==> src/sv/assert_macros.svh <==
// Assertion macros shared by the string escape decoder modules.
`ifndef ASSERT_MACROS_SVH
`define ASSERT_MACROS_SVH

// Checks a property on every rising clock edge, outside reset.
`define SED_ASSERT(label, clk, rst, prop) \
   label: assert property (@(posedge clk) disable iff (rst) (prop)) \
      else $error("string escape decoder assertion failed");

// Checks that a condition never holds, outside reset.
`define SED_ASSERT_NEVER(label, clk, rst, cond) \
   `SED_ASSERT(label, clk, rst, !(cond))

`endif

==> src/sv/sed_pkg.sv <==
// Package with the types and constants of the string escape decoder.
package sed_pkg;

   localparam int unsigned SED_QUEUE_DEPTH = 4;
   localparam int unsigned SED_MAX_BYTES   = 5;

   localparam logic [7:0] CH_BACKSLASH = 8'h5C;
   localparam logic [7:0] CH_DQUOTE    = 8'h22;
   localparam logic [7:0] CH_SQUOTE    = 8'h27;
   localparam logic [7:0] CH_T         = 8'h74;
   localparam logic [7:0] CH_N         = 8'h6E;
   localparam logic [7:0] CH_R         = 8'h72;
   localparam logic [7:0] CH_U         = 8'h75;
   localparam logic [7:0] CH_LBRACE    = 8'h7B;
   localparam logic [7:0] CH_RBRACE    = 8'h7D;
   localparam logic [7:0] BYTE_TAB     = 8'h09;
   localparam logic [7:0] BYTE_LF      = 8'h0A;
   localparam logic [7:0] BYTE_CR      = 8'h0D;

   // Decoded bytes caused by one request, oldest in entry zero.
   typedef struct packed {
      logic [SED_MAX_BYTES-1:0][7:0] bytes;
      logic [2:0]                    count;
   } sed_bundle_type;

   // Queue status seen by the front and the back.
   typedef struct packed {
      logic full;
      logic empty;
   } sed_queue_status_type;

endpackage

==> src/sv/string_escape_decoder.sv <==
// Top level of the string escape decoder: front, bundle queue and back.
//
// The req_ channel takes one raw character of a string literal per request,
// with req_text_end high on the final character. The rsp_ channel returns
// the decoded bytes, one per response, with rsp_run_end high on the last
// byte caused by a given request; a request may cause no byte at all (a
// backslash, for example), or up to five (a closed code point plus the
// character that closed it).
// A request is accepted at a clock edge where valid is high and stall low.
// The front decodes a character in the cycle it is accepted and writes the
// bytes it causes, as one bundle, into a queue of QUEUE_DEPTH bundles. The
// back sends one byte per cycle from the head bundle, while rsp_stall is
// low, through an output register, so the first byte of a request passes
// the queue and then the output register before it shows on rsp_. One
// character per cycle goes in as long as each causes at most one byte and
// rsp_stall stays low; req_stall rises only on a full queue.
// When rsp_stall is high the output register holds its byte, the back stops
// and the queue fills; the front keeps taking characters until then.
// Synchronous reset returns the decoder to plain text, empties the queue
// and drops any byte not yet taken.
module string_escape_decoder #(
   parameter int unsigned QUEUE_DEPTH = sed_pkg::SED_QUEUE_DEPTH
) (
   input  logic       clock,
   input  logic       reset,
   input  logic       req_valid,
   output logic       req_stall,
   input  logic [7:0] req_ch,
   input  logic       req_text_end,
   output logic       rsp_valid,
   input  logic       rsp_stall,
   output logic [7:0] rsp_out_byte,
   output logic       rsp_run_end
);
   import sed_pkg::*;

   sed_queue_status_type queue_status;
   sed_bundle_type       push_bundle;
   sed_bundle_type       head_bundle;
   logic                 push;
   logic                 pop;

   // Escape state and byte bundle construction.
   sed_front u_front (
      .clock        (clock),
      .reset        (reset),
      .req_valid    (req_valid),
      .req_stall    (req_stall),
      .req_ch       (req_ch),
      .req_text_end (req_text_end),
      .queue_status (queue_status),
      .push         (push),
      .bundle       (push_bundle)
   );

   // The queue lets the front run ahead while long UTF-8 sequences drain.
   sed_queue #(
      .DEPTH (QUEUE_DEPTH)
   ) u_queue (
      .clock       (clock),
      .reset       (reset),
      .push        (push),
      .push_bundle (push_bundle),
      .pop         (pop),
      .head_bundle (head_bundle),
      .status      (queue_status)
   );

   // Byte serializer with the registered response stage.
   sed_back u_back (
      .clock        (clock),
      .reset        (reset),
      .head_bundle  (head_bundle),
      .queue_status (queue_status),
      .pop          (pop),
      .rsp_valid    (rsp_valid),
      .rsp_stall    (rsp_stall),
      .rsp_out_byte (rsp_out_byte),
      .rsp_run_end  (rsp_run_end)
   );

endmodule

==> src/sv/sed_front.sv <==
// Front part: accepts characters, tracks the escape state and builds byte bundles.
`include "assert_macros.svh"

module sed_front (
   input  logic                          clock,
   input  logic                          reset,
   input  logic                          req_valid,
   output logic                          req_stall,
   input  logic [7:0]                    req_ch,
   input  logic                          req_text_end,
   input  sed_pkg::sed_queue_status_type queue_status,
   output logic                          push,
   output sed_pkg::sed_bundle_type       bundle
);
   import sed_pkg::*;

   typedef enum logic [4:0] {
      MODE_NORMAL = 5'b00001,
      MODE_ESC    = 5'b00010,
      MODE_HEX1   = 5'b00100,
      MODE_U      = 5'b01000,
      MODE_CP     = 5'b10000
   } sed_mode_type;

   typedef struct packed {
      logic [3:0][7:0] bytes;
      logic [2:0]      count;
   } sed_utf8_type;

   // Bit 4 flags a hex digit, bits 3:0 hold its value.
   function automatic logic [4:0] hex_digit(input logic [7:0] c);
      logic [4:0] r;
      r = 5'd0;
      if (c >= 8'h30 && c <= 8'h39) begin
         r = {1'b1, c[3:0]};
      end else if ((c >= 8'h61 && c <= 8'h66) || (c >= 8'h41 && c <= 8'h46)) begin
         r = {1'b1, 4'(c[3:0] + 4'd9)};
      end
      return r;
   endfunction

   function automatic sed_utf8_type utf8_encode(input logic [31:0] cp);
      sed_utf8_type u;
      u.bytes = '0;
      u.count = 3'd0;
      if (cp <= 32'h7F) begin
         u.bytes[0] = cp[7:0];
         u.count    = 3'd1;
      end else if (cp <= 32'h7FF) begin
         u.bytes[0] = {3'b110, cp[10:6]};
         u.bytes[1] = {2'b10, cp[5:0]};
         u.count    = 3'd2;
      end else if (cp <= 32'hFFFF) begin
         u.bytes[0] = {4'b1110, cp[15:12]};
         u.bytes[1] = {2'b10, cp[11:6]};
         u.bytes[2] = {2'b10, cp[5:0]};
         u.count    = 3'd3;
      end else if (cp <= 32'h10FFFF) begin
         u.bytes[0] = {5'b11110, cp[20:18]};
         u.bytes[1] = {2'b10, cp[17:12]};
         u.bytes[2] = {2'b10, cp[11:6]};
         u.bytes[3] = {2'b10, cp[5:0]};
         u.count    = 3'd4;
      end
      return u;
   endfunction

   sed_mode_type mode_ff, mode_in;
   logic [7:0]   held_ff, held_in;
   logic [31:0]  cp_ff, cp_in;

   logic         accept;
   logic [4:0]   ch_hex;
   logic [4:0]   held_hex;
   logic [31:0]  cp_shift;
   logic         cp_closed;
   logic [31:0]  cp_sel;
   sed_utf8_type utf8;
   logic [2:0]   nb;
   logic [SED_MAX_BYTES-1:0][7:0] bytes;

   assign req_stall = queue_status.full;
   assign accept    = req_valid && !queue_status.full;
   assign ch_hex    = hex_digit(req_ch);
   assign held_hex  = hex_digit(held_ff);
   assign cp_shift  = {cp_ff[27:0], ch_hex[3:0]};
   // A code point is sent either when a non-hex character closes it, or
   // when the text ends while it is open, after a hex digit or the brace.
   assign cp_closed = (mode_ff == MODE_CP) && !ch_hex[4];
   assign cp_sel    = cp_closed ? cp_ff : cp_shift;
   assign utf8      = utf8_encode(cp_sel);

   always_comb begin
      mode_in = mode_ff;
      held_in = held_ff;
      cp_in   = cp_ff;
      bytes   = '0;
      nb      = 3'd0;
      unique case (mode_ff)
         MODE_ESC: begin
            mode_in = MODE_NORMAL;
            unique case (req_ch)
               CH_T:         begin bytes[0] = BYTE_TAB;     nb = 3'd1; end
               CH_N:         begin bytes[0] = BYTE_LF;      nb = 3'd1; end
               CH_R:         begin bytes[0] = BYTE_CR;      nb = 3'd1; end
               CH_DQUOTE:    begin bytes[0] = CH_DQUOTE;    nb = 3'd1; end
               CH_BACKSLASH: begin bytes[0] = CH_BACKSLASH; nb = 3'd1; end
               CH_SQUOTE:    begin bytes[0] = CH_SQUOTE;    nb = 3'd1; end
               CH_U:         mode_in = MODE_U;
               default: begin
                  if (ch_hex[4]) begin
                     held_in = req_ch;
                     mode_in = MODE_HEX1;
                  end else begin
                     bytes[0] = req_ch;
                     nb       = 3'd1;
                  end
               end
            endcase
         end
         MODE_HEX1: begin
            mode_in = MODE_NORMAL;
            if (ch_hex[4]) begin
               bytes[0] = {held_hex[3:0], ch_hex[3:0]};
               nb       = 3'd1;
            end else begin
               bytes[0] = held_ff;
               nb       = 3'd1;
               if (req_ch == CH_BACKSLASH) begin
                  mode_in = MODE_ESC;
               end else begin
                  bytes[1] = req_ch;
                  nb       = 3'd2;
               end
            end
         end
         MODE_U: begin
            mode_in = MODE_NORMAL;
            if (req_ch == CH_LBRACE) begin
               cp_in   = 32'd0;
               mode_in = MODE_CP;
            end else if (req_ch == CH_BACKSLASH) begin
               mode_in = MODE_ESC;
            end else begin
               bytes[0] = req_ch;
               nb       = 3'd1;
            end
         end
         MODE_CP: begin
            if (ch_hex[4]) begin
               cp_in = cp_shift;
            end else begin
               bytes[3:0] = utf8.bytes;
               nb         = utf8.count;
               cp_in      = 32'd0;
               mode_in    = MODE_NORMAL;
               if (req_ch == CH_BACKSLASH) begin
                  mode_in = MODE_ESC;
               end else if (req_ch != CH_RBRACE) begin
                  bytes[nb] = req_ch;
                  nb        = nb + 3'd1;
               end
            end
         end
         default: begin
            mode_in = MODE_NORMAL;
            if (req_ch == CH_BACKSLASH) begin
               mode_in = MODE_ESC;
            end else begin
               bytes[0] = req_ch;
               nb       = 3'd1;
            end
         end
      endcase

      // At the end of the text nothing else has been emitted in these two cases.
      if (req_text_end) begin
         if (mode_in == MODE_HEX1) begin
            bytes[0] = held_in;
            nb       = 3'd1;
         end else if (mode_in == MODE_CP) begin
            bytes[3:0] = utf8.bytes;
            nb         = utf8.count;
         end
         mode_in = MODE_NORMAL;
         cp_in   = 32'd0;
      end
   end

   assign push         = accept && (nb != 3'd0);
   assign bundle.bytes = bytes;
   assign bundle.count = nb;

   always_ff @(posedge clock) begin
      if (reset) begin
         mode_ff <= MODE_NORMAL;
         held_ff <= 8'd0;
         cp_ff   <= 32'd0;
      end else if (accept) begin
         mode_ff <= mode_in;
         held_ff <= held_in;
         cp_ff   <= cp_in;
      end
   end

   `SED_ASSERT(a_push_count, clock, reset, push |-> (bundle.count <= 3'(SED_MAX_BYTES)))
   `SED_ASSERT(a_end_normal, clock, reset, (accept && req_text_end) |=> (mode_ff == MODE_NORMAL && cp_ff == 32'd0))

endmodule

==> src/sv/sed_queue.sv <==
// Short queue of byte bundles between the front and the back.
`include "assert_macros.svh"

module sed_queue #(
   parameter int unsigned DEPTH = sed_pkg::SED_QUEUE_DEPTH
) (
   input  logic                          clock,
   input  logic                          reset,
   input  logic                          push,
   input  sed_pkg::sed_bundle_type       push_bundle,
   input  logic                          pop,
   output sed_pkg::sed_bundle_type       head_bundle,
   output sed_pkg::sed_queue_status_type status
);
   import sed_pkg::*;

   localparam int unsigned PTR_W = (DEPTH > 1) ? $clog2(DEPTH) : 1;
   localparam int unsigned CNT_W = $clog2(DEPTH + 1);
   localparam logic [PTR_W-1:0] LAST_PTR = PTR_W'(DEPTH - 1);

   sed_bundle_type   mem_ff [DEPTH];
   logic [PTR_W-1:0] wr_ptr_ff, wr_ptr_in;
   logic [PTR_W-1:0] rd_ptr_ff, rd_ptr_in;
   logic [CNT_W-1:0] count_ff, count_in;

   assign status.full  = (count_ff == CNT_W'(DEPTH));
   assign status.empty = (count_ff == '0);
   assign head_bundle  = mem_ff[rd_ptr_ff];

   always_comb begin
      wr_ptr_in = wr_ptr_ff;
      rd_ptr_in = rd_ptr_ff;
      count_in  = count_ff;
      if (push) begin
         wr_ptr_in = (wr_ptr_ff == LAST_PTR) ? '0 : wr_ptr_ff + PTR_W'(1);
      end
      if (pop) begin
         rd_ptr_in = (rd_ptr_ff == LAST_PTR) ? '0 : rd_ptr_ff + PTR_W'(1);
      end
      if (push && !pop) begin
         count_in = count_ff + CNT_W'(1);
      end else if (pop && !push) begin
         count_in = count_ff - CNT_W'(1);
      end
   end

   always_ff @(posedge clock) begin
      if (reset) begin
         wr_ptr_ff <= '0;
         rd_ptr_ff <= '0;
         count_ff  <= '0;
      end else begin
         wr_ptr_ff <= wr_ptr_in;
         rd_ptr_ff <= rd_ptr_in;
         count_ff  <= count_in;
      end
   end

   always_ff @(posedge clock) begin
      if (push) begin
         mem_ff[wr_ptr_ff] <= push_bundle;
      end
   end

   `SED_ASSERT_NEVER(a_push_full, clock, reset, push && status.full)
   `SED_ASSERT_NEVER(a_pop_empty, clock, reset, pop && status.empty)

endmodule

==> src/sv/sed_back.sv <==
// Back part: sends the bytes of each queued bundle one per cycle while rsp_stall is low.
`include "assert_macros.svh"

module sed_back (
   input  logic                          clock,
   input  logic                          reset,
   input  sed_pkg::sed_bundle_type       head_bundle,
   input  sed_pkg::sed_queue_status_type queue_status,
   output logic                          pop,
   output logic                          rsp_valid,
   input  logic                          rsp_stall,
   output logic [7:0]                    rsp_out_byte,
   output logic                          rsp_run_end
);
   import sed_pkg::*;

   logic [2:0] idx_ff, idx_in;
   logic       valid_ff, valid_in;
   logic [7:0] byte_ff, byte_in;
   logic       run_end_ff, run_end_in;
   logic       load;
   logic       last;

   assign load = !queue_status.empty && (!valid_ff || !rsp_stall);
   assign last = (idx_ff == head_bundle.count - 3'd1);
   assign pop  = load && last;

   always_comb begin
      idx_in     = idx_ff;
      valid_in   = valid_ff;
      byte_in    = byte_ff;
      run_end_in = run_end_ff;
      if (!valid_ff || !rsp_stall) begin
         valid_in = !queue_status.empty;
      end
      if (load) begin
         byte_in    = head_bundle.bytes[idx_ff];
         run_end_in = last;
         idx_in     = last ? 3'd0 : idx_ff + 3'd1;
      end
   end

   always_ff @(posedge clock) begin
      if (reset) begin
         idx_ff   <= 3'd0;
         valid_ff <= 1'b0;
      end else begin
         idx_ff   <= idx_in;
         valid_ff <= valid_in;
      end
   end

   always_ff @(posedge clock) begin
      byte_ff    <= byte_in;
      run_end_ff <= run_end_in;
   end

   assign rsp_valid    = valid_ff;
   assign rsp_out_byte = byte_ff;
   assign rsp_run_end  = run_end_ff;

   `SED_ASSERT(a_idx_range, clock, reset, !queue_status.empty |-> (idx_ff < head_bundle.count))

endmodule

==> config.mk <==
export PLATFORM = sky130hd
export DESIGN_NAME = string_escape_decoder
export DESIGN_NICKNAME = d
export VERILOG_FILES = /design/src/sv/sed_pkg.sv /design/src/sv/string_escape_decoder.sv /design/src/sv/sed_front.sv /design/src/sv/sed_queue.sv /design/src/sv/sed_back.sv
export VERILOG_INCLUDE_DIRS = /design/src /design/src/sv
export SDC_FILE = /design/constraint.sdc
export NUM_CORES = 1
export LEC_CHECK = 0
export BUFFER_PORTS_ARGS = -buffer_cell sky130_fd_sc_hd__clkbuf_2
export CAP_MARGIN = 20
export CORE_ASPECT_RATIO = 1.1
export CORE_MARGIN = 2
export CORE_UTILIZATION = 55
export DETAILED_ROUTE_END_ITERATION = 8
export PLACE_DENSITY = 0.71
export SYNTH_ARGS = -nofsm -noshare
export SYNTH_HDL_FRONTEND = slang
export SYNTH_SLANG_ARGS = --single-unit
==> constraint.sdc <==
create_clock -name clock -period 13.5 [get_ports clock]
set_input_delay 0.675 -clock clock [delete_from_list [all_inputs] [get_ports clock]]
set_output_delay 0.675 -clock clock [all_outputs]
set_load 0.03 [all_outputs]
=== Yosys cells after proc, flatten, opt, wreduce, memory -nomap -nowiden ===
Memory sizes are Yosys's and may differ from the RTL's. A register that Yosys moved wholly into a read port is not among the register bits.
Index checks and enable logic that the tools add are counted.

* Add/sub/neg operators: 9
* Magnitude comparators: 19
* Eq/ne operators: 20
* Multiplexer cells: 70
* Reduce and logical (&&, ||, !) cells: 31

{| class="wikitable"
|+ Operators by type and width
! cell !! count
|-
| 32-bit 2-to-1 mux || 6
|-
| 40-bit 2-to-1 mux || 3
|-
| 8-bit 2-to-1 mux || 12
|-
| 24-bit 2-to-1 mux || 3
|-
| 32-bit case mux with 2 select lines || 1
|-
| 8-bit case mux with 7 select lines || 1
|-
| 8-bit by 7-bit equality test with 1-bit output (second input constant) || 6
|-
| 40-bit bitwise mux || 1
|-
| 3-bit 2-to-1 mux || 12
|-
| 35-bit 2-to-1 mux || 1
|-
| 8-bit by 7-bit greater-or-equal comparator with 1-bit output (second input constant) || 4
|-
| 32-bit by 11-bit less-or-equal comparator with 1-bit output (second input constant) || 1
|-
| 32-bit by 16-bit less-or-equal comparator with 1-bit output (second input constant) || 1
|-
| 32-bit by 21-bit less-or-equal comparator with 1-bit output (second input constant) || 1
|-
| 32-bit by 7-bit less-or-equal comparator with 1-bit output (second input constant) || 1
|-
| 8-bit by 7-bit less-or-equal comparator with 1-bit output (second input constant) || 4
|-
| 8-bit case mux with 4 select lines || 1
|-
| 5-bit 2-to-1 mux || 6
|-
| 27-bit 2-to-1 mux || 1
|-
| 8-bit binary-select mux with 3-bit select || 1
|-
| 8-bit demux with 3-bit select || 1
|-
| 5-bit case mux with 4 select lines || 1
|-
| 19-bit 2-to-1 mux || 1
|-
| 8-bit by 6-bit equality test with 1-bit output (second input constant) || 2
|-
| other kinds (35) || 77
|}

* Bits in registers: 65
* Bits in writable memories: 172
* Bits of input ports: 13
* Output and inout port bits: 11
* Logic and storage cells: 160
* Memories: 1

{| class="wikitable"
|+ Memory list
! memory !! words !! bits a word !! read ports !! clocked after memory_dff !! wr ports !! line !! source
|-
| u_queue.mem_ff || 4 || 43 || 1 || 1 || 1 || sed_queue.sv:21 || <nowiki>sed_bundle_type mem_ff [DEPTH];</nowiki>
|}

=== Depth between registers and ports, before layout ===
Gate-level depths: netlist of run 1.

* Depth in word-level cells: 27
* Gate-level depth with buffers: 22
* Mapped depth without buffers: 21

=== Modules after synthesis ===
Synthesis of run 1 repeated with hierarchy kept, for this count alone.

* Cell total of the unflattened synthesis: 948
* Area total of the unflattened synthesis: 11767.5 um^2

{| class="wikitable"
|+ Modules (own cells, without submodules)
! module !! instances !! cells each !! area an instance (um^2) !! seq. area each (um^2)
|-
| sed_queue || 1 || 269 || 6700.2 || 5345.1
|-
| sed_front || 1 || 602 || 4167.7 || 900.9
|-
| sed_back || 1 || 77 || 899.6 || 350.3
|}

=== Worst setup path before layout of run 1 ===
Ideal clock, no wire load.

* Path type: input to register
* Start: input port req_ch[1]
* End: memory u_queue.mem_ff[3][0] (netlist bit) (enable)
* Setup time: 0.405 ns
* Data arrival time: 4.777 ns
* Data required time: 13.095 ns
* Setup slack: 8.318 ns
* Stages: 17
* Buffers on the path: 1
* Path through: clkbuf_1 > inv_1 > ha_1 > or3b_2 > and3_1 > a211oi_4 > o31ai_1 > or2_1 > inv_1 > ha_1 > inv_1 > a211oi_1 > o21ai_0 > o311ai_1 > a21oi_1 > a31oi_1 > and2_1

* Word-level cells in the longest chain between the ends: 25
* Elaborated cells on any way between the ends: 61
* Those cells by class: 2 x add/sub; 10 x order compare; 11 x eq/ne; 29 x mux; 9 x reduce/logical

{| class="wikitable"
|+ RTL lines
! item !! line !! source
|-
| from (decl) || string_escape_decoder.sv:28 || <nowiki>input logic [7:0] req_ch,</nowiki>
|-
| 8-bit by 7-bit greater-or-equal comparator with 1-bit output / 8-bit by 7-bit less-or-equal comparator with 1-bit output (equally long branches) || sed_front.sv:36 || <nowiki>end else if ((c >= 8'h61 && c <= 8'h66) || (c >= 8'h41 && c <= 8'h46)) begin</nowiki>
|-
| 1-bit logical AND || sed_front.sv:36 ||
|-
| 1-bit logical OR || sed_front.sv:36 ||
|-
| 5-bit 2-to-1 mux || sed_front.sv:36 ||
|-
| 5-bit 2-to-1 mux || sed_front.sv:34 || <nowiki>if (c >= 8'h30 && c <= 8'h39) begin</nowiki>
|-
| 1-bit logical NOT || sed_front.sv:89 || <nowiki>assign cp_closed = (mode_ff == MODE_CP) && !ch_hex[4];</nowiki>
|-
| 1-bit logical AND || sed_front.sv:89 ||
|-
| 32-bit 2-to-1 mux || sed_front.sv:90 || <nowiki>assign cp_sel = cp_closed ? cp_ff : cp_shift;</nowiki>
|-
| [10 not listed] || n/a ||
|-
| 3-bit 2-to-1 mux || sed_front.sv:181 || <nowiki>end else if (mode_in == MODE_CP) begin</nowiki>
|-
| 3-bit 2-to-1 mux || sed_front.sv:178 || <nowiki>if (mode_in == MODE_HEX1) begin</nowiki>
|-
| 3-bit 2-to-1 mux * || sed_front.sv:177 || <nowiki>if (req_text_end) begin</nowiki>
|-
| 3-bit nonzero test * || sed_front.sv:190 || <nowiki>assign push = accept && (nb != 3'd0);</nowiki>
|-
| 1-bit logical AND * || sed_front.sv:190 ||
|-
| named net push || string_escape_decoder.sv:40 || <nowiki>logic push;</nowiki>
|-
| 1-bit 2-to-1 mux * || sed_queue.sv:60 || <nowiki>if (push) begin</nowiki>
|-
| 1-bit 2-to-1 mux (implied by the code) * || sed_queue.sv:61 || <nowiki>mem_ff[wr_ptr_ff] <= push_bundle;</nowiki>
|-
| to (decl) || sed_queue.sv:21 ||
|}

Mark *: on every way through the listed nets, which the timed path passes. The rest lies on a longest branch.

=== Final worst setup path of run 1 ===
* Start: input port req_ch[0]
* End: register u_queue.count_ff[2]

* Word-level cells in the longest chain between the ends: 26
* Elaborated cells on any way between the ends: 64
* Those cells by class: 2 x add/sub; 10 x order compare; 11 x eq/ne; 28 x mux; 13 x reduce/logical

{| class="wikitable"
|+ RTL lines
! item !! line !! source
|-
| 8-bit by 7-bit greater-or-equal comparator with 1-bit output / 8-bit by 7-bit less-or-equal comparator with 1-bit output (equally long branches) || sed_front.sv:36 ||
|-
| 1-bit logical AND || sed_front.sv:36 ||
|-
| 1-bit logical OR || sed_front.sv:36 ||
|-
| 5-bit 2-to-1 mux || sed_front.sv:36 ||
|-
| 5-bit 2-to-1 mux || sed_front.sv:34 ||
|-
| 1-bit logical NOT || sed_front.sv:89 ||
|-
| 1-bit logical AND || sed_front.sv:89 ||
|-
| 32-bit 2-to-1 mux || sed_front.sv:90 ||
|-
| [11 not listed] || n/a ||
|-
| 3-bit 2-to-1 mux || sed_front.sv:178 ||
|-
| 3-bit 2-to-1 mux * || sed_front.sv:177 ||
|-
| 3-bit nonzero test * || sed_front.sv:190 ||
|-
| 1-bit logical AND * || sed_front.sv:190 ||
|-
| named net push || string_escape_decoder.sv:40 ||
|-
| 1-bit logical NOT || sed_queue.sv:42 || <nowiki>end else if (pop && !push) begin</nowiki>
|-
| 1-bit logical AND || sed_queue.sv:42 ||
|-
| 2-bit nonzero test (no source line) || n/a ||
|-
| to (signal assigned) || sed_queue.sv:55 || <nowiki>count_ff <= count_in;</nowiki>
|-
| to (decl) || sed_queue.sv:24 || <nowiki>logic [CNT_W-1:0] count_ff, count_in;</nowiki>
|}

Marks and branches as above.
A chain may end at the register's enable or synchronous reset.

==> key figures, run 1 <==
Job
  – Max Cap Viol: 0

Route
  – Vias per cell: 6.516
  – Post-route antenna net violation count: 0
  – DRT iter0 DRCs: 814
  – WL/cell: approximately 23 µm
  – TritonRoute pass-1 iters: 6
  – Total number of vias: 8126
  – Routed WL: between 20000 and 30000 µm
  – DRC: 0

STA
  – Final Max Slew Viols: 0
  – Tmin final: roughly 5.4 ns
  – Slew margin rel.: 0.3288
  – RSZ-0062 raised after global routing: false
  – Final Hold Viols: 0
  – Final WS setup: 8.102 ns
  – Max Freq: 185.3 MHz
  – Setup TNS: 0 ns
  – Worst Skew: 0.01996 ns
  – Final setup viols: 0
  – Worst Tran Pin Value: 1.000 ns
  – Period utilization: 0.3998

Synthesis
  – Syn nets: ~1000
  – Synth Instances: 942
  – Ys Warns: 0
  – Ys flop type: edfxtp_1
  – Number of synthesized flops with an enable pin: 181
  – Leading area contributor after synthesis: edfxtp_1
  – Synthesized cell area: 0.01166 mm²
  – Synth top area cells: edfxtp_1 (47%), dfxtp_1 (10%), mux4_2 (9.8%)
  – Syn Area/Cell: 12.38 µm²
  – Async S/R FF share, synth: 0
  – Seq/Total Area, Yosys: 0.5655
  – Yosys cell types: 78
  – Synthesized flop and latch total: 239
  – Area share of the largest cell type after synthesis: 0.4660

Die
  – Die area: between 0.02 and 0.025 mm²
  – Initial core utilization: 0.5631
  – Die width: 142.9 µm
  – # rows: 55
  – Chip Height: between 150 and 200 µm
  – Core region area: 0.02071 mm²
  – Number of top-level pins: 24

Finish
  – Commonest cells after routing, fill and taps aside: edfxtp_1 (181), nor2_1 (109), dfxtp_1 (56)
  – Number of diodes: 0
  – Fillers: 1613
  – Area Overhead vs Synth: 10.73%
  – Final nets: 975
  – Share of layout cells above drive strength 1: 0.1590
  – Post-Route Utilization: 0.6235
  – Non-Filler Instances: 1247
  – Most common cell after layout, fill and taps aside: edfxtp_1

Critical path
  – Element type at the critical path end: flop
  – CP cell instances: clkbuf_2, inv_1, ha_1, a2111o_1, o211ai_4, a21oi_1, buf_4, or2_1, inv_1, ha_1, inv_1, a211oi_1, o21ai_0, o311ai_1, a21oi_1, a31oi_1, ha_1, inv_1, fa_1, xor2_1, or3_1, a21oi_1
  – Reg-to-reg setup timing slack: 8.62 ns
  – Slowest-stage cell, CP: o211ai_4
  – CP arrival: about 5.8 ns
  – Crit path top cell by count: inv_1
  – CP max FO: 25
  – Crit-path leading delay family: compound AO/OA/AOI/OAI gates
  – Max stage delay on crit path: 0.66 ns
  – CP Class: in -> reg
  – Worst path bufs/invs: 6
  – Crit path required time: 13.94 ns
  – Type of origin of the critical path: primary input

Clocking
  – Total clock sinks: about 240
  – CTS Root Cell: clkbuf_16
  – Clock slew at reported path FFs: 0.06 ns
  – TritonCTS clock tree: done
  – Clock Tree Buf Depth: 3
  – Post-CTS setup buffer count: 0
  – Hold buffer count at CTS: 0
  – CTS HTree Levels: 1
  – Cts bufs inserted: 24
  – Clk_lat worst skew: 0.52 ns
  – Post_cts resized: 0

Power and ir drop
  – Leakage: 4.261 nW
  – Max IR drop VDD: ~100 µV
  – Cell area power density: 158.6 mW/mm²
  – Pwr Total: 2.048 mW

Place
  – Post-placement cell count: 1201
  – Port Buffer Count: 23
  – RePlAce Congestion: 0.9442
  – Dpl ws: between 7 and 8 ns
  – DPL Wire Length: around 19000 µm

GRT
  – Initial antenna violation count: 0
  – Largest net degree at the start of global routing: 57
  – Global Route Usage Sum: 0.2653
  – First-pass GRT wire length: 44970 µm
  – Congestion Overflow GR: 0
  – Vias in the first global route: 7777

Run status
  – Outcome: finished, final reports clean

Hold path
  – Hold Path Class: in -> reg
-- cell families (layout without fill, tap and decap cells) --
group / Yosys count / in the layout / share of synthesized area
AOI/OAI and AO/OA: 224 / 224 / 0.1314
xor gates and xnor gates: 10 / 10 / 0.007510
adders and majority gates: 18 / 18 / 0.01995
buffers and inverters: 98 / 118 / 0.03304
DFF: 239 / 239 / 0.5655
muxes: 81 / 81 / 0.1250
and+or+nand+nor: 272 / 272 / 0.1176
-- where the power goes --
group	total [mW]	switching [mW]	internal, mW	leakage [nW]
sequential	0.917	0.0372	0.880	2.15
clock	0.718	0.266	0.453	0.419
combinational	0.413	0.231	0.182	1.69
-- stage by stage --
stage               hold WS (ns)  cell area [µm²]
floorplan                 0.4669            11660
global placement          0.4562            11990
detailed placement        0.4675            12010
CTS                       0.4093            12870
global route              0.4289            12910
finish                    0.4196            12910
-- per-layer routing --
layer  global-route usage  routed length (µm)
met3              0.03550                2128
met1               0.3749               12080
met5                    0                   0
met4              0.09194                1213
met2               0.4265               13420
-- synth_stat cells, drive strengths merged (4+ instances only) --
library cell / n
inv: 37
nand3b: 6
xnor2: 7
and2: 10
nand2: 44
a32oi: 4
dfxtp: 58
buf: 19
nor4: 19
a22oi: 43
or3: 5
nor3: 22
edfxtp: 181
o22ai: 23
a21boi: 5
and3: 8
nand3: 10
nor2: 110
a31oi: 5
o211ai: 8
mux4: 51
ha: 17
o221ai: 4
o21ai: 38
mux2: 4
or2: 6
clkbuf: 42
mux2i: 26
nand2b: 9
a21oi: 53
a211oi: 8
-- state kept, by name (all words and copies together), names as in the netlist, 2 cells and up, named ones only --
signal,count
u_queue.mem_ff,172
u_front.cp_ff,32
u_back.rsp_out_byte,8
u_front.held_ff,8
u_front.mode_ff,5
u_back.idx_ff,3
u_queue.count_ff,3
u_queue.rd_ptr_ff,2
u_queue.wr_ptr_ff,2
-- final cells by class --
type                    count  area [µm²]  share of cell area
flip-flops and latches    239        6599              0.5109
inverters                  37       138.9             0.01075
clock buffers              30       644.4             0.04989
multi-input cells         605        4701              0.3640
well taps                 285       356.6             0.02761
repair buffers             37       252.7             0.01957
clock inverters            14       222.7             0.01724
-- worst register-to-register path: stages, from the launching register on --
cell and delay (ns):
dfxtp_1 0.31, nor4_1 0.71, nand3b_1 0.28, a2111oi_2 0.35, a21oi_1 0.07, buf_4 0.25, or2_1 0.26, inv_1 0.06
ha_1 0.14, inv_1 0.05, a211oi_1 0.21, o21ai_0 0.15, o311ai_1 0.11, a21oi_1 0.16, a31oi_1 0.38, ha_1 0.25
inv_1 0.06, fa_1 0.37, xor2_1 0.18, or3_1 0.32, a21oi_1 0.14
-- final timing paths --
check	startpoint	to	cells after the start
worst max register to register	u_front.cp_ff[31]	u_queue.count_ff[2]	20
worst min-delay path	rsp_stall	u_back.rsp_valid	3
worst min register to register	u_back.rsp_valid	u_back.rsp_valid	2
worst max-delay path	req_ch[0]	u_queue.count_ff[2]	22
(Power assumes the default switching activity.)
==> run 2, diff against run 1 <==
PLACE_DENSITY = 0.74   (was 0.71)
clock period = 4.7 ns   (was 13.5 ns; I/O delays follow)
==> run 2 against run 1 <==
Effect of this change: register-to-register slack worse by 8.3 ns; cell count grew 2.3%; global-route usage down 0.18 points; power grew to 2.8 times the previous value; die area unchanged; first-iteration DRC count grew 3.9%; critical endpoint unchanged.
==> key figures, run 2 (synthesis gave the netlist of run 1 again) <==
Run status
  – Outcome: finished, final reports clean

GRT
  – First-pass GRT wire length: 44970 µm (unchanged)
  – Vias in the first global route: 7943 (+2.1%)
  – Largest net degree at the start of global routing: 57 (unchanged)
  – Met1 Use GR: 0.3621 (-0.01277)
  – Met2 usage: 0.4350 (+0.008471)
  – Congestion Overflow GR: 0 (unchanged)
  – GRT busiest layer: met2
  – Initial antenna violation count: 0 (unchanged)
  – Global Route Usage Sum: 0.2635 (-0.001802)
  – Routing usage on met3: 0.03366 (-0.001836)

Power and ir drop
  – Sw frac: 0.2720 (+0.01150)
  – Clock power share: 0.324 (-0.027)
  – Power Internal: 4.158 mW (+170%)
  – Max IR drop VDD: 257.3 µV (+150%)
  – Net Switching: 1.553 mW (+190%)
  – Pwr Total: 5.711 mW (+180%)
  – Cell area power density: 438.9 mW/mm² (+180%)
  – Combinational power share: 0.217 (+0.016)
  – Leakage: 4.345 nW (+2.0%)
  – Seq pwr share: 0.459 (+0.011)

Clocking
  – Post_cts resized: 0 (unchanged)
  – CTS Root Cell: clkbuf_16
  – CTS HTree Levels: 1 (unchanged)
  – Clock Tree Buf Depth: 3 (unchanged)
  – TritonCTS clock tree: done
  – Cts bufs inserted: 24 (unchanged)
  – Total clock sinks: 239 (unchanged)
  – Clock slew at reported path FFs: 0.06 ns (about the same)
  – Clk_lat worst skew: 0.52 ns (about the same)

STA
  – Max Freq: between 200 and 250 MHz
  – Setup TNS: 0 ns (unchanged)
  – Period utilization: 0.9273
  – Final Max Slew Viols: 0 (unchanged)
  – RSZ-0062 raised after global routing: false
  – Tmin final: 4.358 ns
  – Hold WS: 0.1081 ns (-0.3115 ns)
  – Worst Skew: 0.01504 ns (-0.004928 ns)
  – Final Hold Viols: 0 (unchanged)
  – Worst Tran Pin Value: 1.021 ns (+0.02048 ns)
  – Final setup viols: 0 (unchanged)
  – Slew margin rel.: 0.3171 (-0.01170)

Route
  – DRC: 0 (unchanged)
  – Post-route antenna net violation count: 0 (unchanged)
  – Total number of vias: 8229 (+1.3%)
  – Routed WL: 29090 µm (+0.84%)
  – TritonRoute pass-1 iters: 6 (unchanged)
  – DRT iter0 DRCs: 846 (+3.9%)
  – WL/cell: 22.80 µm (-1.4%)
  – Vias per cell: 6.449 (-1.0%)

Critical path
  – Element type at the critical path end: flop
  – CP Class: reg -> reg
  – CP arrival: 4.80 ns (-1.03 ns)
  – R2R cell count: 19 (-5.0%)
  – Crit path required time: 5.14 ns (-8.80 ns)
  – CP max FO: 8 (-68%)
  – Type of origin of the critical path: flop
  – Reg2reg start: u_front.mode_ff[1]
  – Reg-to-reg setup timing slack: 0.34 ns (-8.28 ns)
  – RR Endpoint: u_queue.count_ff[2]

Hold path
  – Hold Path Class: in -> reg
  – Hold path endpoint: u_front.held_ff[2]
  – Hold path depth: 3 (unchanged)
  – HP Start: req_ch[2]

Die
  – Die area: 0.02239 mm² (unchanged)
  – Initial core utilization: 0.5631 (unchanged)
  – Die width: 142.9 µm (unchanged)
  – Chip Height: 156.7 µm (unchanged)
  – Core region area: 0.02071 mm² (unchanged)
  – Number of top-level pins: 24 (unchanged)
  – # rows: 55 (unchanged)

Finish
  – Top flop regs: u_queue.mem_ff x172, u_front.cp_ff x32
  – Final nets: 1004 (+3.0%)
  – Design Area, Final: 0.01301 mm² (+0.76%)
  – Reg with most FFs: u_queue.mem_ff
  – Share of layout cells above drive strength 1: 0.1766 (+0.01755)
  – Post-Route Utilization: 0.6282 (+0.004712)
  – Max reg flops: 172 (unchanged)
  – Number of diodes: 0 (unchanged)
  – Commonest cells after routing, fill and taps aside: edfxtp_1 (181), nor2_1 (109), dfxtp_1 (56)
  – Most common cell after layout, fill and taps aside: edfxtp_1
  – Area Overhead vs Synth: 11.56%
  – Fillers: 1565 (-3.0%)

Place
  – Post-DP Area: 0.01225 mm² (+2.0%)
  – RePlAce Congestion: 0.9723 (+3.0%)
  – Port Buffer Count: 23 (unchanged)
  – DPL Wire Length: 19870 µm (+2.5%)

Job
  – Max Cap Viol: 0 (unchanged)
==> run 2: power groups by stage <==
stage / combinational, mW / sequential (mW) / clock (mW)
2_1_floorplan: 0.828 / 2.72 / 0
3_3_place_gp: 1.22 / 2.65 / 0
3_5_place_dp: 1.25 / 2.66 / 0
4_1_cts: 1.26 / 2.62 / 1.87
5_1_grt: 1.35 / 2.64 / 1.96
6_report: 1.24 / 2.62 / 1.85
==> run 2: critical path: stages (launching register included) <==
cell and delay [ns]:
dfxtp_1 0.36, or4b_4 0.60, nand3b_1 0.23, a2111oi_2 0.32, a21oi_1 0.14, or2_1 0.27, inv_1 0.06, ha_1 0.14
inv_1 0.06, a211oi_1 0.19, o21ai_0 0.15, o311ai_1 0.12, a21oi_1 0.13, a31oi_1 0.24, ha_1 0.21, inv_1 0.06
fa_1 0.37, xor2_1 0.18, or3_1 0.31, a21oi_1 0.14
==> run 2: timing repair <==
action                                 CTS  global route
endpoints found under the hold margin    1             0
hold buffers                             1             0
buffers inserted                         0             0
==> run 2: layer usage <==
| metal | vias to the layer above | wire length (µm) |
|---|---|---|
| li1 | 3709 | - |
| met1 | 4016 | 12010 |
| met2 | 431 | 13760 |
| met3 | 73 | 2302 |
| met4 | 0 | 1017 |
| met5 | - | 0 |
==> run 2: how the worst max path moves through the flow <==
stage / startpoint / end / slack (ns) / cells past startpoint
2_1_floorplan: req_ch[1] / u_queue.count_ff[2] / 0.18 / 22
3_3_place_gp: req_ch[0] / u_queue.count_ff[2] / 0.26 / 22
3_5_place_dp: req_ch[0] / u_queue.count_ff[2] / 0.20 / 22
4_1_cts: u_front.mode_ff[1] / u_queue.count_ff[2] / 0.36 / 19
5_1_grt: u_front.mode_ff[1] / u_queue.count_ff[2] / 0.09 / 18
6_report: u_front.mode_ff[1] / u_queue.count_ff[2] / 0.34 / 19
==> run 2: cell type report <==
cell class                      instances  area [µm²]  area share
Inverter                               37       138.9     0.01067
Clock buffer                           36       666.9     0.05125
Tap cell                              285       356.6     0.02740
Timing Repair Buffer                   66       460.4     0.03538
Clock inverter                          8       90.09    0.006923
Multi-Input combinational cell        605        4701      0.3612
Sequential cell                       239        6599      0.5071
==> run 2: metrics by stage <==
stage	setup slack [ns]	cells
6_report	0.3418	1276
3_3_place_gp	0.2564	1230
2_1_floorplan	0.1817	942
5_1_grt	0.08562	1276
4_1_cts	0.3585	1276
3_5_place_dp	0.1964	1231
==> run 3, diff against run 2 <==
RECOVER_POWER = 100   (was default)
==> run 3 against run 2 <==
Effect of this change: the run now ends with max-capacitance violations, max-slew violations left; hold slack worse by 0.0051 ns; global-route usage unchanged; register-to-register slack worse by 0.02 ns; sequential share of layout area up 0.50 points; cell area down 1.0%; critical endpoint is now u_queue.mem_ff[3][28]; highest routed layer unchanged.
==> key figures, run 3 (synthesis gave the netlist of run 1 again) <==
Route
  – Post-route antenna net violation count: 0 (unchanged)
  – Total number of vias: 8228 (-0.012%)
  – DRT iter0 DRCs: 881 (+4.1%)
  – Routed WL: 29340 µm (+0.86%)
  – WL/cell: 22.99 µm (+0.86%)
  – Vias per cell: 6.448 (about the same)
  – TritonRoute pass-1 iters: 5 (-1)
  – DRC: 0 (unchanged)

Critical path
  – CP Class: reg -> reg
  – CP arrival: 4.52 ns (-0.28 ns)
  – Levels on crit path: 16 (-3)
  – RR Endpoint: u_queue.mem_ff[3][28]
  – Max stage delay on crit path: 0.60 ns (about the same)
  – Type of origin of the critical path: flop
  – Reg2reg start: u_front.mode_ff[1]
  – CP max FO: 43 (+35)
  – CP startpoint: u_front.mode_ff[1]
  – CP cell instances: or4b_4, nand3b_1, a2111oi_2, a21oi_1, or2_0, inv_1, ha_1, inv_1, o211a_1, o21ai_0, o311ai_1, a21oi_1, a31oi_1, buf_4, and2_2, clkbuf_4
  – Worst path bufs/invs: 4 (+1)
  – R2R cell count: 16 (-3)
  – Setup crit end: u_queue.mem_ff[3][28]
  – Crit-path leading delay family: compound AO/OA/AOI/OAI gates
  – Crit path required time: 4.84 ns (-0.30 ns)
  – Element type at the critical path end: flop
  – Reg-to-reg setup timing slack: 0.32 ns (-0.02 ns)
  – Slowest-stage cell, CP: or4b_4

Finish
  – Reg with most FFs: u_queue.mem_ff
  – Area Overhead vs Synth: 10.45%
  – Final nets: 1004 (unchanged)
  – Register Area: 0.006598 mm² (about the same)
  – Max reg flops: 172 (unchanged)
  – Top flop regs: u_queue.mem_ff x172, u_front.cp_ff x32
  – Commonest cells after routing, fill and taps aside: edfxtp_1 (181), nor2_1 (109), dfxtp_1 (57)
  – Number of diodes: 0 (unchanged)
  – Fillers: 1594 (+1.9%)
  – Share of layout cells above drive strength 1: 0.1453 (-0.03128)
  – Most common cell after layout, fill and taps aside: edfxtp_1
  – Area of the multi-input gates: 0.004662 mm² (-0.83%)

Clocking
  – Cts bufs inserted: 24 (unchanged)
  – Clock slew at reported path FFs: 0.06 ns (about the same)
  – Clock Tree Buf Depth: 3 (unchanged)
  – CTS Root Cell: clkbuf_16
  – Clk_lat worst skew: 0.52 ns (about the same)
  – CTS HTree Levels: 1 (unchanged)
  – Post_cts resized: 0 (unchanged)
  – TritonCTS clock tree: done
  – Total clock sinks: 239 (unchanged)

Die
  – # rows: 55 (unchanged)
  – Die width: 142.9 µm (unchanged)
  – Number of top-level pins: 24 (unchanged)
  – Core region area: 0.02071 mm² (unchanged)
  – Die area: 0.02239 mm² (unchanged)
  – Chip Height: 156.7 µm (unchanged)
  – Initial core utilization: 0.5631 (unchanged)

Power and ir drop
  – Cell area power density: 441.0 mW/mm² (+0.48%)
  – Max IR drop VDD: 257.3 µV (about the same)
  – Leakage: 4.235 nW (-2.5%)

GRT
  – First-pass GRT wire length: 44970 µm (unchanged)
  – Vias in the first global route: 7943 (unchanged)
  – Largest net degree at the start of global routing: 57 (unchanged)
  – Congestion Overflow GR: 0 (unchanged)
  – Global Route Usage Sum: 0.2635 (unchanged)
  – Initial antenna violation count: 0 (unchanged)

STA
  – Final Hold Viols: 0 (unchanged)
  – Max Freq: 228.2 MHz (-0.56%)
  – Worst Skew: 0.01063 ns (-0.004402 ns)
  – Worst Tran Pin Value: 1.678 ns (+0.6578 ns)
  – Period utilization: 0.9325 (+0.005212)
  – Hold WS: 0.1030 ns (-0.005129 ns)
  – Tmin final: 4.383 ns (+0.02450 ns)
  – Slew margin rel.: -0.1285 (-0.4456)
  – Setup TNS: 0 ns (unchanged)
  – RSZ-0062 raised after global routing: false
  – Final setup viols: 0 (unchanged)
  – Final Max Slew Viols: 17 (+17)

Place
  – Port Buffer Count: 23 (unchanged)
  – DPL Wire Length: 19870 µm (unchanged)
  – RePlAce Congestion: 0.9723 (unchanged)

Run status
  – Outcome: complete, but fails checks
  – Failing checks: max-capacitance violations, max-slew violations

Hold path
  – Hold Path Class: in -> reg

Job
  – Max Cap Viol: 1 (+1)
## run 3: cell types whose count changed in the layout (fill, tap and decap cells not counted), sizes merged
cell    before  now
buf         42   23
clkbuf      59   78
## run 3: layout make-up
| cell class | count | share of cell area |
|---|---|---|
| clock inverters | 8 | 0.006993 |
| well taps | 285 | 0.02768 |
| inverters | 37 | 0.01078 |
| flip-flops and latches | 239 | 0.5121 |
| clock buffers | 36 | 0.05177 |
| multi-input cells | 605 | 0.3619 |
| repair buffers | 66 | 0.02875 |
## run 3: metrics by stage
stage / utilization / setup WS, ns / instances / area (µm²) / power, mW
after floorplan: - / 0.1817 / 942 / 11670 / 3.543
after global placement: 0.5905 / 0.2564 / 1230 / 12230 / 3.872
after detailed placement: 0.5912 / 0.1964 / 1231 / 12250 / 3.915
after CTS: 0.6282 / 0.3585 / 1276 / 13010 / 5.752
after global routing: 0.6219 / 0.06433 / 1276 / 12880 / 5.914
final: 0.6219 / 0.3173 / 1276 / 12880 / 5.681
## run 3: metal layers
| layer | GRT usage | share of wire | up-vias |
|---|---|---|---|
| met5 | 0 | 0 | - |
| met4 | 0.09335 | 0.032 | 0 |
| met1 | 0.3621 | 0.42 | 4028 |
| met2 | 0.4350 | 0.48 | 413 |
| met3 | 0.03366 | 0.075 | 72 |
| li1 | - | - | 3715 |
## run 3: power breakdown
| group | internal [mW] | switching (mW) |
|---|---|---|
| Clock | 1.09 | 0.763 |
| Sequential | 2.53 | 0.0905 |
| Combinational | 0.511 | 0.698 |
## run 3: worst reg2reg max path, cell delays in order (launching register included)
cell,delay (ns)
dfxtp_1,0.37
or4b_4,0.60
nand3b_1,0.23
a2111oi_2,0.33
a21oi_1,0.15
or2_0,0.27
inv_1,0.06
ha_1,0.13
inv_1,0.05
o211a_1,0.21
o21ai_0,0.22
o311ai_1,0.14
a21oi_1,0.28
a31oi_1,0.16
buf_4,0.17
and2_2,0.18
clkbuf_4,0.43
## run 3: worst min-delay path by stage
stage	start	end	slack, ns	cells past startpoint
6_report	req_ch[2]	u_front.held_ff[2]	0.10	3
3_3_place_gp	u_back.rsp_valid	u_back.rsp_valid	0.46	2
3_5_place_dp	u_back.rsp_valid	u_back.rsp_valid	0.46	2
5_1_grt	req_ch[2]	u_front.held_ff[2]	0.13	3
4_1_cts	req_ch[2]	u_front.held_ff[2]	0.10	3
2_1_floorplan	rsp_stall	u_back.rsp_valid	0.38	2
## run 3: timing repair
action,CTS,global route
setup buffers,0,0
hold buffers,1,0
endpoints found under the hold margin,1,0
